--- src/design/hpc_pkg.sv ---
// Shared types and constants for the heartbeat pixel color block.
package hpc_pkg;

   // Field widths
   localparam int LED_COUNT_W = 11;
   localparam int PIXEL_W     = 10;
   localparam int TIME_W      = 32;
   localparam int COLOR_W     = 24;
   localparam int RATE_W      = 16;
   localparam int FLOOR_W     = 9;
   localparam int RADIATE_W   = 16;
   localparam int CHAN_W      = 8;
   localparam int PHASE_W     = 16;
   localparam int DIST_W      = 17;
   localparam int ENV_W       = 17;
   localparam int NUM_W       = LED_COUNT_W + 1;
   localparam int DIV_STEPS   = 17;

   // Configuration port
   localparam int CSR_ADDR_W = 5;
   localparam int CSR_DATA_W = 32;

   typedef enum logic [2:0] {
      REG_BASE_COLOR    = 3'd0,
      REG_BEAT_RATE     = 3'd1,
      REG_FLOOR_LEVEL   = 3'd2,
      REG_RADIATE_DELAY = 3'd3,
      REG_LED_COUNT     = 3'd4
   } reg_index_type;

   // Register reset values
   localparam logic [COLOR_W-1:0]     BASE_COLOR_RST    = 24'hff0000;
   localparam logic [RATE_W-1:0]      BEAT_RATE_RST     = 16'd512;
   localparam logic [FLOOR_W-1:0]     FLOOR_LEVEL_RST   = 9'd41;
   localparam logic [RADIATE_W-1:0]   RADIATE_DELAY_RST = 16'd7864;
   localparam logic [LED_COUNT_W-1:0] LED_COUNT_RST     = 11'd1024;

   // Pulse shape constants (Q0.16)
   localparam longint unsigned LUB_CENTER = 64'd3277;
   localparam longint unsigned DUB_CENTER = 64'd17695;
   localparam longint unsigned LUB_DEN    = 64'd2 * 64'd3604 * 64'd3604;
   localparam longint unsigned DUB_DEN    = 64'd2 * 64'd3932 * 64'd3932;
   localparam longint unsigned DUB_SCALE  = 64'd42598;
   localparam longint unsigned ONE_Q30    = 64'd1 << 30;
   localparam logic [FLOOR_W-1:0] FULL_SCALE = 9'd256;

   // One step of the distance divider
   typedef struct packed {
      logic                   valid;
      logic [NUM_W-1:0]       rem;
      logic [DIV_STEPS-1:0]   quo;
      logic [LED_COUNT_W-1:0] den;
      logic                   zero;
      logic                   sat;
      logic [PHASE_W-1:0]     beat;
   } div_stage_type;

endpackage

--- src/design/hpc_req_if.sv ---
// Request channel interface: pixel index and time stamp.
interface hpc_req_if;
   logic                             valid;
   logic                             ready;
   logic [hpc_pkg::PIXEL_W-1:0]      pixel_index;
   logic [hpc_pkg::TIME_W-1:0]       time_ticks;

   modport source (output valid, output pixel_index, output time_ticks, input ready);
   modport sink   (input valid, input pixel_index, input time_ticks, output ready);
endinterface

--- src/design/hpc_rsp_if.sv ---
// Response channel interface: pixel RGB.
interface hpc_rsp_if;
   logic                        valid;
   logic                        ready;
   logic [hpc_pkg::CHAN_W-1:0]  red;
   logic [hpc_pkg::CHAN_W-1:0]  green;
   logic [hpc_pkg::CHAN_W-1:0]  blue;

   modport source (output valid, output red, output green, output blue, input ready);
   modport sink   (input valid, input red, input green, input blue, output ready);
endinterface

--- src/design/heartbeat_pixel_color_top.sv ---
// Heartbeat pixel color pipeline with APB-style register port.
//
// Takes one request per cycle while the response side does not stall, and
// returns one RGB response per request, in order. The pipeline has 23
// register stages: an entry stage (strip geometry and beat multiply), 17
// distance divider stages (one quotient bit per stage), then the delay
// multiply, table index, pulse table read, level and color stages. The whole
// pipeline holds while a finished response waits to be taken. Registers may
// be written only while no request is in flight.
module heartbeat_pixel_color_top #(
   parameter int MAX_LEDS          = 1024,
   parameter int PULSE_TABLE_DEPTH = 256
) (
   input  logic                              clock,
   input  logic                              reset,
   hpc_req_if.sink                           req_ch,
   hpc_rsp_if.source                         rsp_ch,
   input  logic                              csr_psel,
   input  logic                              csr_penable,
   input  logic                              csr_pwrite,
   input  logic [hpc_pkg::CSR_ADDR_W-1:0]    csr_paddr,
   input  logic [hpc_pkg::CSR_DATA_W-1:0]    csr_pwdata,
   output logic [hpc_pkg::CSR_DATA_W-1:0]    csr_prdata,
   output logic                              csr_pready
);

   localparam int KW         = (PULSE_TABLE_DEPTH > 1) ? $clog2(PULSE_TABLE_DEPTH) : 1;
   localparam int TABLE_BITS = PULSE_TABLE_DEPTH * hpc_pkg::ENV_W;
   localparam int LED_CAP    = (MAX_LEDS > 2047) ? 2047 : MAX_LEDS;
   localparam logic [hpc_pkg::LED_COUNT_W-1:0] LED_CAP_C =
      hpc_pkg::LED_COUNT_W'(LED_CAP);
   localparam logic [KW:0] DEPTH_C = (KW+1)'(PULSE_TABLE_DEPTH);

   // Pulse table build, worked out at elaboration
   function automatic logic [hpc_pkg::ENV_W-1:0] neg_exp(longint unsigned u);
      longint unsigned v, v2, v3, e;
      if (u >= (64'd20 << 16)) return '0;
      v  = u << 6;
      v2 = (v * v) >> 30;
      v3 = (v2 * v) >> 30;
      e  = hpc_pkg::ONE_Q30 - v + (v2 >> 1) - v3 / 64'd6;
      for (int i = 0; i < 8; i++) e = (e * e) >> 30;
      return e[30:14];
   endfunction

   function automatic longint unsigned wrap_dist(longint unsigned p, longint unsigned c);
      longint unsigned d;
      d = (p - c) & 64'hFFFF;
      if (d > 64'd32768) d = 64'd65536 - d;
      return d * d;
   endfunction

   function automatic logic [TABLE_BITS-1:0] build_rom();
      logic [TABLE_BITS-1:0] rom;
      longint unsigned p, lub, dub;
      rom = '0;
      for (int k = 0; k < PULSE_TABLE_DEPTH; k++) begin
         p   = (longint'(k) * 64'd65536) / PULSE_TABLE_DEPTH;
         lub = 64'(neg_exp((wrap_dist(p, hpc_pkg::LUB_CENTER) << 16) / hpc_pkg::LUB_DEN));
         dub = 64'(neg_exp((wrap_dist(p, hpc_pkg::DUB_CENTER) << 16) / hpc_pkg::DUB_DEN));
         dub = (dub * hpc_pkg::DUB_SCALE) >> 16;
         rom[k*hpc_pkg::ENV_W +: hpc_pkg::ENV_W] =
            hpc_pkg::ENV_W'((lub > dub) ? lub : dub);
      end
      return rom;
   endfunction

   localparam logic [TABLE_BITS-1:0] PULSE_ROM = build_rom();

   // Configuration registers
   logic [hpc_pkg::COLOR_W-1:0]     base_color_ff;
   logic [hpc_pkg::RATE_W-1:0]      beat_rate_ff;
   logic [hpc_pkg::FLOOR_W-1:0]     floor_level_ff;
   logic [hpc_pkg::RADIATE_W-1:0]   radiate_delay_ff;
   logic [hpc_pkg::LED_COUNT_W-1:0] led_count_ff;
   logic                            csr_write;
   hpc_pkg::reg_index_type          csr_index;

   assign csr_pready = 1'b1;
   assign csr_write  = csr_psel && csr_penable && csr_pwrite && csr_pready;
   assign csr_index  = hpc_pkg::reg_index_type'(csr_paddr[4:2]);

   // Write one register per access
   always_ff @(posedge clock) begin
      if (reset) begin
         base_color_ff    <= hpc_pkg::BASE_COLOR_RST;
         beat_rate_ff     <= hpc_pkg::BEAT_RATE_RST;
         floor_level_ff   <= hpc_pkg::FLOOR_LEVEL_RST;
         radiate_delay_ff <= hpc_pkg::RADIATE_DELAY_RST;
         led_count_ff     <= hpc_pkg::LED_COUNT_RST;
      end else if (csr_write) begin
         unique case (csr_index)
            hpc_pkg::REG_BASE_COLOR:    base_color_ff    <= csr_pwdata[23:0];
            hpc_pkg::REG_BEAT_RATE:     beat_rate_ff     <= csr_pwdata[15:0];
            hpc_pkg::REG_FLOOR_LEVEL:   floor_level_ff   <= csr_pwdata[8:0];
            hpc_pkg::REG_RADIATE_DELAY: radiate_delay_ff <= csr_pwdata[15:0];
            hpc_pkg::REG_LED_COUNT:     led_count_ff     <= csr_pwdata[10:0];
            default: ;
         endcase
      end
   end

   // Read back
   always_comb begin
      unique case (csr_index)
         hpc_pkg::REG_BASE_COLOR:    csr_prdata = 32'(base_color_ff);
         hpc_pkg::REG_BEAT_RATE:     csr_prdata = 32'(beat_rate_ff);
         hpc_pkg::REG_FLOOR_LEVEL:   csr_prdata = 32'(floor_level_ff);
         hpc_pkg::REG_RADIATE_DELAY: csr_prdata = 32'(radiate_delay_ff);
         hpc_pkg::REG_LED_COUNT:     csr_prdata = 32'(led_count_ff);
         default:                    csr_prdata = '0;
      endcase
   end

   // Pipeline advance: hold everything while the response slot is full and not taken
   logic rsp_valid_ff;
   logic adv;
   assign adv          = !rsp_valid_ff || rsp_ch.ready;
   assign req_ch.ready = adv;

   // Entry stage: strip geometry and beat phase
   logic [hpc_pkg::LED_COUNT_W-1:0] n_eff, den_in;
   logic [hpc_pkg::NUM_W-1:0]       twice_idx, num_in;
   logic [33:0]                     beat_prod;
   hpc_pkg::div_stage_type          div_ff [hpc_pkg::DIV_STEPS+1];
   hpc_pkg::div_stage_type          div_in [hpc_pkg::DIV_STEPS+1];

   // Entry values, then the divider with one quotient bit per stage
   always_comb begin
      logic [hpc_pkg::NUM_W-1:0] r2;
      logic                      bit_q;
      if (led_count_ff == '0)          n_eff = hpc_pkg::LED_COUNT_W'(1);
      else if (led_count_ff > LED_CAP_C) n_eff = LED_CAP_C;
      else                             n_eff = led_count_ff;
      den_in    = n_eff - hpc_pkg::LED_COUNT_W'(1);
      twice_idx = {1'b0, req_ch.pixel_index, 1'b0};
      num_in    = (twice_idx >= {1'b0, den_in}) ? twice_idx - {1'b0, den_in}
                                                : {1'b0, den_in} - twice_idx;
      beat_prod = 34'(req_ch.time_ticks[17:0]) * 34'(beat_rate_ff);
      div_in[0].valid = req_ch.valid;
      div_in[0].rem   = num_in;
      div_in[0].quo   = '0;
      div_in[0].den   = den_in;
      div_in[0].zero  = (den_in == '0);
      div_in[0].sat   = num_in >= ({1'b0, den_in} << 1);
      div_in[0].beat  = beat_prod[17:2];
      for (int j = 1; j <= hpc_pkg::DIV_STEPS; j++) begin
         r2 = (j == 1) ? div_ff[j-1].rem : (div_ff[j-1].rem << 1);
         bit_q = r2 >= {1'b0, div_ff[j-1].den};
         div_in[j]      = div_ff[j-1];
         div_in[j].rem  = bit_q ? r2 - {1'b0, div_ff[j-1].den} : r2;
         div_in[j].quo  = {div_ff[j-1].quo[hpc_pkg::DIV_STEPS-2:0], bit_q};
      end
   end

   always_ff @(posedge clock) begin
      for (int j = 0; j <= hpc_pkg::DIV_STEPS; j++) begin
         if (reset) begin
            div_ff[j].valid <= 1'b0;
         end else if (adv) begin
            div_ff[j] <= div_in[j];
         end
      end
   end

   // Distance, saturated at one
   logic [hpc_pkg::DIST_W-1:0] distance;
   localparam logic [hpc_pkg::DIST_W-1:0] DIST_ONE = 17'h10000;
   always_comb begin
      priority if (div_ff[hpc_pkg::DIV_STEPS].zero) distance = '0;
      else if (div_ff[hpc_pkg::DIV_STEPS].sat)      distance = DIST_ONE;
      else if (div_ff[hpc_pkg::DIV_STEPS].quo > DIST_ONE) distance = DIST_ONE;
      else distance = div_ff[hpc_pkg::DIV_STEPS].quo;
   end

   // Delay multiply stage
   logic                        m_valid_ff;
   logic [32:0]                 m_delay_ff;
   logic [hpc_pkg::PHASE_W-1:0] m_beat_ff;
   logic [hpc_pkg::DIST_W-1:0]  m_dist_ff;

   always_ff @(posedge clock) begin
      if (reset) begin
         m_valid_ff <= 1'b0;
      end else if (adv) begin
         m_valid_ff <= div_ff[hpc_pkg::DIV_STEPS].valid;
      end
      if (adv) begin
         m_delay_ff <= 33'(distance) * 33'(radiate_delay_ff);
         m_beat_ff  <= div_ff[hpc_pkg::DIV_STEPS].beat;
         m_dist_ff  <= distance;
      end
   end

   // Phase and table index stage
   logic [hpc_pkg::PHASE_W-1:0]  phase;
   logic [hpc_pkg::PHASE_W+KW:0] k_prod;
   logic                         k_valid_ff;
   logic [KW-1:0]                k_ff;

   assign phase  = m_beat_ff - m_delay_ff[31:16];
   assign k_prod = (hpc_pkg::PHASE_W+KW+1)'(phase) * (hpc_pkg::PHASE_W+KW+1)'(DEPTH_C);

   always_ff @(posedge clock) begin
      if (reset) begin
         k_valid_ff <= 1'b0;
      end else if (adv) begin
         k_valid_ff <= m_valid_ff;
      end
      if (adv) begin
         k_ff <= k_prod[hpc_pkg::PHASE_W+KW-1:hpc_pkg::PHASE_W];
      end
   end

   // Pulse table read
   logic                      t_valid_ff;
   logic [hpc_pkg::ENV_W-1:0] t_env_ff;

   always_ff @(posedge clock) begin
      if (reset) begin
         t_valid_ff <= 1'b0;
      end else if (adv) begin
         t_valid_ff <= k_valid_ff;
      end
      if (adv) begin
         t_env_ff <= PULSE_ROM[k_ff*hpc_pkg::ENV_W +: hpc_pkg::ENV_W];
      end
   end

   // Brightness level stage
   logic [hpc_pkg::FLOOR_W-1:0] fl;
   logic [25:0]                 lift;
   logic [17:0]                 level_sum;
   logic                        l_valid_ff;
   logic [16:0]                 l_level_ff;

   assign fl        = (floor_level_ff > hpc_pkg::FULL_SCALE) ? hpc_pkg::FULL_SCALE
                                                             : floor_level_ff;
   assign lift      = 26'(hpc_pkg::FULL_SCALE - fl) * 26'(t_env_ff);
   assign level_sum = {1'b0, fl, 8'd0} + 18'(lift[25:8]);

   always_ff @(posedge clock) begin
      if (reset) begin
         l_valid_ff <= 1'b0;
      end else if (adv) begin
         l_valid_ff <= t_valid_ff;
      end
      if (adv) begin
         l_level_ff <= level_sum[16:0];
      end
   end

   // Color scale stage and response register
   logic [24:0]                 red_prod, green_prod, blue_prod;
   logic [hpc_pkg::CHAN_W-1:0]  red_ff, green_ff, blue_ff;

   assign red_prod   = 25'(base_color_ff[23:16]) * 25'(l_level_ff);
   assign green_prod = 25'(base_color_ff[15:8])  * 25'(l_level_ff);
   assign blue_prod  = 25'(base_color_ff[7:0])   * 25'(l_level_ff);

   always_ff @(posedge clock) begin
      if (reset) begin
         rsp_valid_ff <= 1'b0;
      end else if (adv) begin
         rsp_valid_ff <= l_valid_ff;
      end
      if (adv) begin
         red_ff   <= red_prod[23:16];
         green_ff <= green_prod[23:16];
         blue_ff  <= blue_prod[23:16];
      end
   end

   assign rsp_ch.valid = rsp_valid_ff;
   assign rsp_ch.red   = red_ff;
   assign rsp_ch.green = green_ff;
   assign rsp_ch.blue  = blue_ff;

   // Checks
   a_accept_enters: assert property (@(posedge clock) disable iff (reset)
      req_ch.valid && req_ch.ready |=> div_ff[0].valid)
      else $error("accepted request did not enter the pipeline");

   a_stall_holds: assert property (@(posedge clock) disable iff (reset)
      !adv |=> $stable(m_valid_ff) && $stable(k_valid_ff) && $stable(t_valid_ff)
               && $stable(l_valid_ff))
      else $error("pipeline moved during a stall");

   a_dist_range: assert property (@(posedge clock) disable iff (reset)
      m_valid_ff |-> m_dist_ff <= DIST_ONE)
      else $error("distance above one");

   a_level_range: assert property (@(posedge clock) disable iff (reset)
      l_valid_ff |-> l_level_ff <= 17'h10000)
      else $error("level above full scale");

endmodule

--- src/flat_wrapper.sv ---
// flat-port wrapper written by rule: the top's interface ports become plain ports
module heartbeat_pixel_color_top_flat 
#(
   parameter int MAX_LEDS          = 1024,
   parameter int PULSE_TABLE_DEPTH = 256
)
  (clock, reset, csr_psel, csr_penable, csr_pwrite, csr_paddr, csr_pwdata, csr_prdata, csr_pready, req_ch_valid, req_ch_pixel_index, req_ch_time_ticks, req_ch_ready, rsp_ch_valid, rsp_ch_red, rsp_ch_green, rsp_ch_blue, rsp_ch_ready);
  hpc_req_if req_ch_i ();
  hpc_rsp_if rsp_ch_i ();
  input  logic clock;
  input  logic reset;
  input  logic csr_psel;
  input  logic csr_penable;
  input  logic csr_pwrite;
  input  logic [hpc_pkg::CSR_ADDR_W-1:0] csr_paddr;
  input  logic [hpc_pkg::CSR_DATA_W-1:0] csr_pwdata;
  output logic [hpc_pkg::CSR_DATA_W-1:0] csr_prdata;
  output logic csr_pready;
  input wire logic [$bits(req_ch_i.valid)-1:0] req_ch_valid;
  input wire logic [$bits(req_ch_i.pixel_index)-1:0] req_ch_pixel_index;
  input wire logic [$bits(req_ch_i.time_ticks)-1:0] req_ch_time_ticks;
  output wire logic [$bits(req_ch_i.ready)-1:0] req_ch_ready;
  output wire logic [$bits(rsp_ch_i.valid)-1:0] rsp_ch_valid;
  output wire logic [$bits(rsp_ch_i.red)-1:0] rsp_ch_red;
  output wire logic [$bits(rsp_ch_i.green)-1:0] rsp_ch_green;
  output wire logic [$bits(rsp_ch_i.blue)-1:0] rsp_ch_blue;
  input wire logic [$bits(rsp_ch_i.ready)-1:0] rsp_ch_ready;
  assign req_ch_i.valid = req_ch_valid;
  assign req_ch_i.pixel_index = req_ch_pixel_index;
  assign req_ch_i.time_ticks = req_ch_time_ticks;
  assign req_ch_ready = req_ch_i.ready;
  assign rsp_ch_valid = rsp_ch_i.valid;
  assign rsp_ch_red = rsp_ch_i.red;
  assign rsp_ch_green = rsp_ch_i.green;
  assign rsp_ch_blue = rsp_ch_i.blue;
  assign rsp_ch_i.ready = rsp_ch_ready;
  heartbeat_pixel_color_top #(.MAX_LEDS(MAX_LEDS), .PULSE_TABLE_DEPTH(PULSE_TABLE_DEPTH)) u_core (.clock(clock), .reset(reset), .req_ch(req_ch_i), .rsp_ch(rsp_ch_i), .csr_psel(csr_psel), .csr_penable(csr_penable), .csr_pwrite(csr_pwrite), .csr_paddr(csr_paddr), .csr_pwdata(csr_pwdata), .csr_prdata(csr_prdata), .csr_pready(csr_pready));
endmodule
--- config.mk ---
export PLATFORM = sky130hd
export DESIGN_NAME = heartbeat_pixel_color_top_flat
export DESIGN_NICKNAME = d
export VERILOG_FILES = /design/src/design/hpc_pkg.sv /design/src/design/hpc_req_if.sv /design/src/design/hpc_rsp_if.sv /design/src/design/heartbeat_pixel_color_top.sv /design/src/flat_wrapper.sv
export SDC_FILE = /design/constraint.sdc
export NUM_CORES = 2
export LEC_CHECK = 0
export BUFFER_PORTS_ARGS = -buffer_cell sky130_fd_sc_hd__buf_2
export CORE_MARGIN = 4
export CORE_UTILIZATION = 32
export DETAILED_ROUTE_END_ITERATION = 6
export PLACE_DENSITY_LB_ADDON = 0.2
export SETUP_SLACK_MARGIN = 0.5
export SLEW_MARGIN = 20
export SYNTH_ARGS = -nofsm -noshare
export SYNTH_HDL_FRONTEND = slang
export SYNTH_SLANG_ARGS = --single-unit
--- constraint.sdc ---
create_clock -name clock -period 57.7 [get_ports clock]
set_input_delay 2.885 -clock clock [delete_from_list [all_inputs] [get_ports clock]]
set_output_delay 2.885 -clock clock [all_outputs]
set_load 0.03 [all_outputs]
==> results.cfg <==
[run_status]
run_status = finished, final reports clean

[logic_synthesis]
post_synth_num_cell_types = 87
most_area_hungry_cell_type_in_the_yosys_netlist = sky130_fd_sc_hd__edfxtp_1
synthDominantCellAreaShare_pct = 36.3
synth.yosys.seq_area_share_pct = 38.3
synth-warning-count = 0
netlist_instances = 7466
synth.top_cells.by_area = sky130_fd_sc_hd__edfxtp_1, sky130_fd_sc_hd__fa_1, sky130_fd_sc_hd__ha_1
number_of_synthesized_flops_with_an_enable_pin = 966
synth-seq-cells = 1047
synth_area_per_cell_um2 = 10.7
async_reset_ff_share_pct = 0
synthFlopType = sky130_fd_sc_hd__edfxtp_1
cell_area_after_synthesis_um2 = 79900

[timing]
rsz0062_at_grt = no
timing.final.crit_period_ns = 9.27
report.final.setup_viol = 0
timing.final.crit_share_pct = 16.1
worstMarginPinSlew_ns = 1.14
hold_violations = 0
fmax_ghz = 0.108
fin_tns_setup_ns = 0
postLayoutSetupSlackWorst_ns = 48.43
relSlewSlack_pct = 24.0
timing_max_transition_violations_final = 0
finalClockSkew_ns = 0.113

[cells_and_area]
final_layout_size_suffix_gt1_share_pct = 7.59
design.final.nets = 8987
area_growth_pct = 11.0
final.fill_count = 24843
layout_commonest_cell = sky130_fd_sc_hd__inv_1
seq_area_um2 = 30600
most_frequent_cells_in_the_layout = sky130_fd_sc_hd__inv_1, sky130_fd_sc_hd__edfxtp_1, sky130_fd_sc_hd__nand2_1
multi_input_area_um2 = 43800

[clock_network]
cts_htree_levels = 3
clockBufferDepth = 3
worst_skew_pair_latency_ns = 0.80
number_of_hold_buffers_added_after_cts = 0
path_clk_slew_ns = 0.07
cts_tree = yes
post_cts.resized_instances = 0
post-cts-setup-buffers = 0
tritoncts.num_buffers = 118
numClockSinks = 1047
root_buffer = sky130_fd_sc_hd__clkbuf_16

[run]
max-cap-violations = 0

[placement]
hpwl_um = 149000
place_ws_ns = 48.31
portbufs = 111
routabilityCongestion = 0.905

[die]
fp.coreArea_um2 = 249000
floorplan.initialDensity_pct = 32.1
die-height_um = 508
ioPinCount = 145
placement_rows = 183
dieArea_um2 = 258000
die_width_um = 508

[worst_setup_path]
crit_type = flop to flop
crit_path_frequent_cell = sky130_fd_sc_hd__fa_1
required_ns = 58.18
startpoint_type = flop
endpoint_kind = flop
cpMaxStageDelayCell = sky130_fd_sc_hd__xor2_2
critical-path-max-stage-delay_ns = 0.80
worstPathArrival_ns = 9.74
timing.critical_path.fanout_max = 16

[grt]
global_route_wire_length_before_repair_um = 315000
grt_remaining_overflow = 0
grt_start_max_net_pins = 183
antenna_found_initial = 8
groute.usage.overall_pct = 15.4
first_global_vias = 55182

[detailed_routing]
routed_wl_um = 198000
wire_per_inst_um = 18.1
drt_drc = 0
dr_pass1_iterations = 7
count_of_antenna_violating_nets_left_after_detailed_routing = 0
num_vias = 52596
vias_per_cell = 4.79
drt_first_iter_violations = 3143

[min_path]
min_path_type = flop to flop
[flip-flops by register name, indices dropped and copies added, names as in the netlist, 16 cells and up]
name                     count
u_core.t_env_ff             16
u_core.l_level_ff           17
u_core.radiate_delay_ff     16
u_core.m_delay_ff           16
u_core.m_beat_ff            16
u_core.base_color_ff        24
u_core.div_ff              869
u_core.beat_rate_ff         16
[kinds of logic after synthesis]
| logic type | Yosys count | synth area share, % |
|---|---|---|
| simple gates | 2171 | 13.1 |
| buf+inv | 1511 | 7.20 |
| fa+ha+maj | 1366 | 28.5 |
| flops | 1047 | 38.3 |
| compound gates | 931 | 7.52 |
| xor+xnor | 246 | 2.70 |
| mux | 192 | 2.64 |
| other cells | 2 | 0.00940 |
[critical path: cells and delay by family, from the launching register on]
kind	cells	cell delay, ns
DFF	1	0.74
adders and majority gates	9	3.40
xor gates and xnor gates	4	1.22
AOI/OAI and AO/OA	8	1.88
buffers and inverters	5	0.39
and+or+nand+nor	7	1.35
[worst paths after layout]
kind | from | slack [ns] | endpoint | cells after the start
max | u_core.floor_level_ff[8]$_SDFFE_PP0P_ | 48.43 | u_core.l_level_ff[16]$_DFFE_PN_ | 33
min | u_core.div_ff[8][61]$_DFFE_PP_ | 0.37 | u_core.m_beat_ff[2]$_DFFE_PN_ | 0
max reg2reg | u_core.floor_level_ff[8]$_SDFFE_PP0P_ | 48.43 | u_core.l_level_ff[16]$_DFFE_PN_ | 33
min reg2reg | u_core.div_ff[8][61]$_DFFE_PP_ | 0.37 | u_core.m_beat_ff[2]$_DFFE_PN_ | 0
[metal layers]
metal | part of all wire [%] | up-vias | global-route usage (%) | wire (µm)
met4 | 3.4 | 4 | 5.45 | 6730
li1 | - | 24803 | - | -
met3 | 4.2 | 301 | 1.92 | 8260
met2 | 49 | 1078 | 26.5 | 96700
met1 | 44 | 26410 | 20.0 | 86800
met5 | 0.013 | - | 0 | 26
[cell type report]
| class | instances | share of cell area, % |
|---|---|---|
| timing repair buffer | 215 | 1.57 |
| clock inverter | 78 | 1.09 |
| sequential | 1047 | 34.5 |
| tap | 3330 | 4.70 |
| antenna | 3 | 0.00847 |
| clock buffer | 146 | 3.61 |
| inverter | 1202 | 5.09 |
| multi-input combinational | 4951 | 49.4 |
[Yosys cell counts, drive strengths merged (15+ instances only)]
library cell and count:
o21a 21, nand3 66, nand2 943, a211oi 42, xnor2 159, a31oi 30, edfxtp 966, nor2 284
nand4 43, o311ai 18, nor4 15, mux2i 61, mux2 129, nand2b 41, dfxtp 81, a21o 73
o31ai 26, nor3 83, ha 604, clkbuf 249, and3 121, and2 418, or3 19, inv 1200
buf 60, o211ai 38, o21bai 16, a21oi 269, o21ai 209, fa 762, a21boi 38, nor2b 72
xor2 87, nand3b 25
[stage by stage]
step,hold WS (ns),area [µm²],instances,utilization (%)
final,0.368,88700,10972,35.7
after global routing,0.379,88700,10970,35.7
after CTS,0.354,88600,10966,35.6
after detailed placement,0.405,84400,10742,34.0
after global placement,0.400,84400,10741,34.0
after floorplan,0.400,80100,7509,-
Power is left out: the tool's default activity adds up to more than one toggle a clock period on the data nets, which glitch-free logic cannot reach.
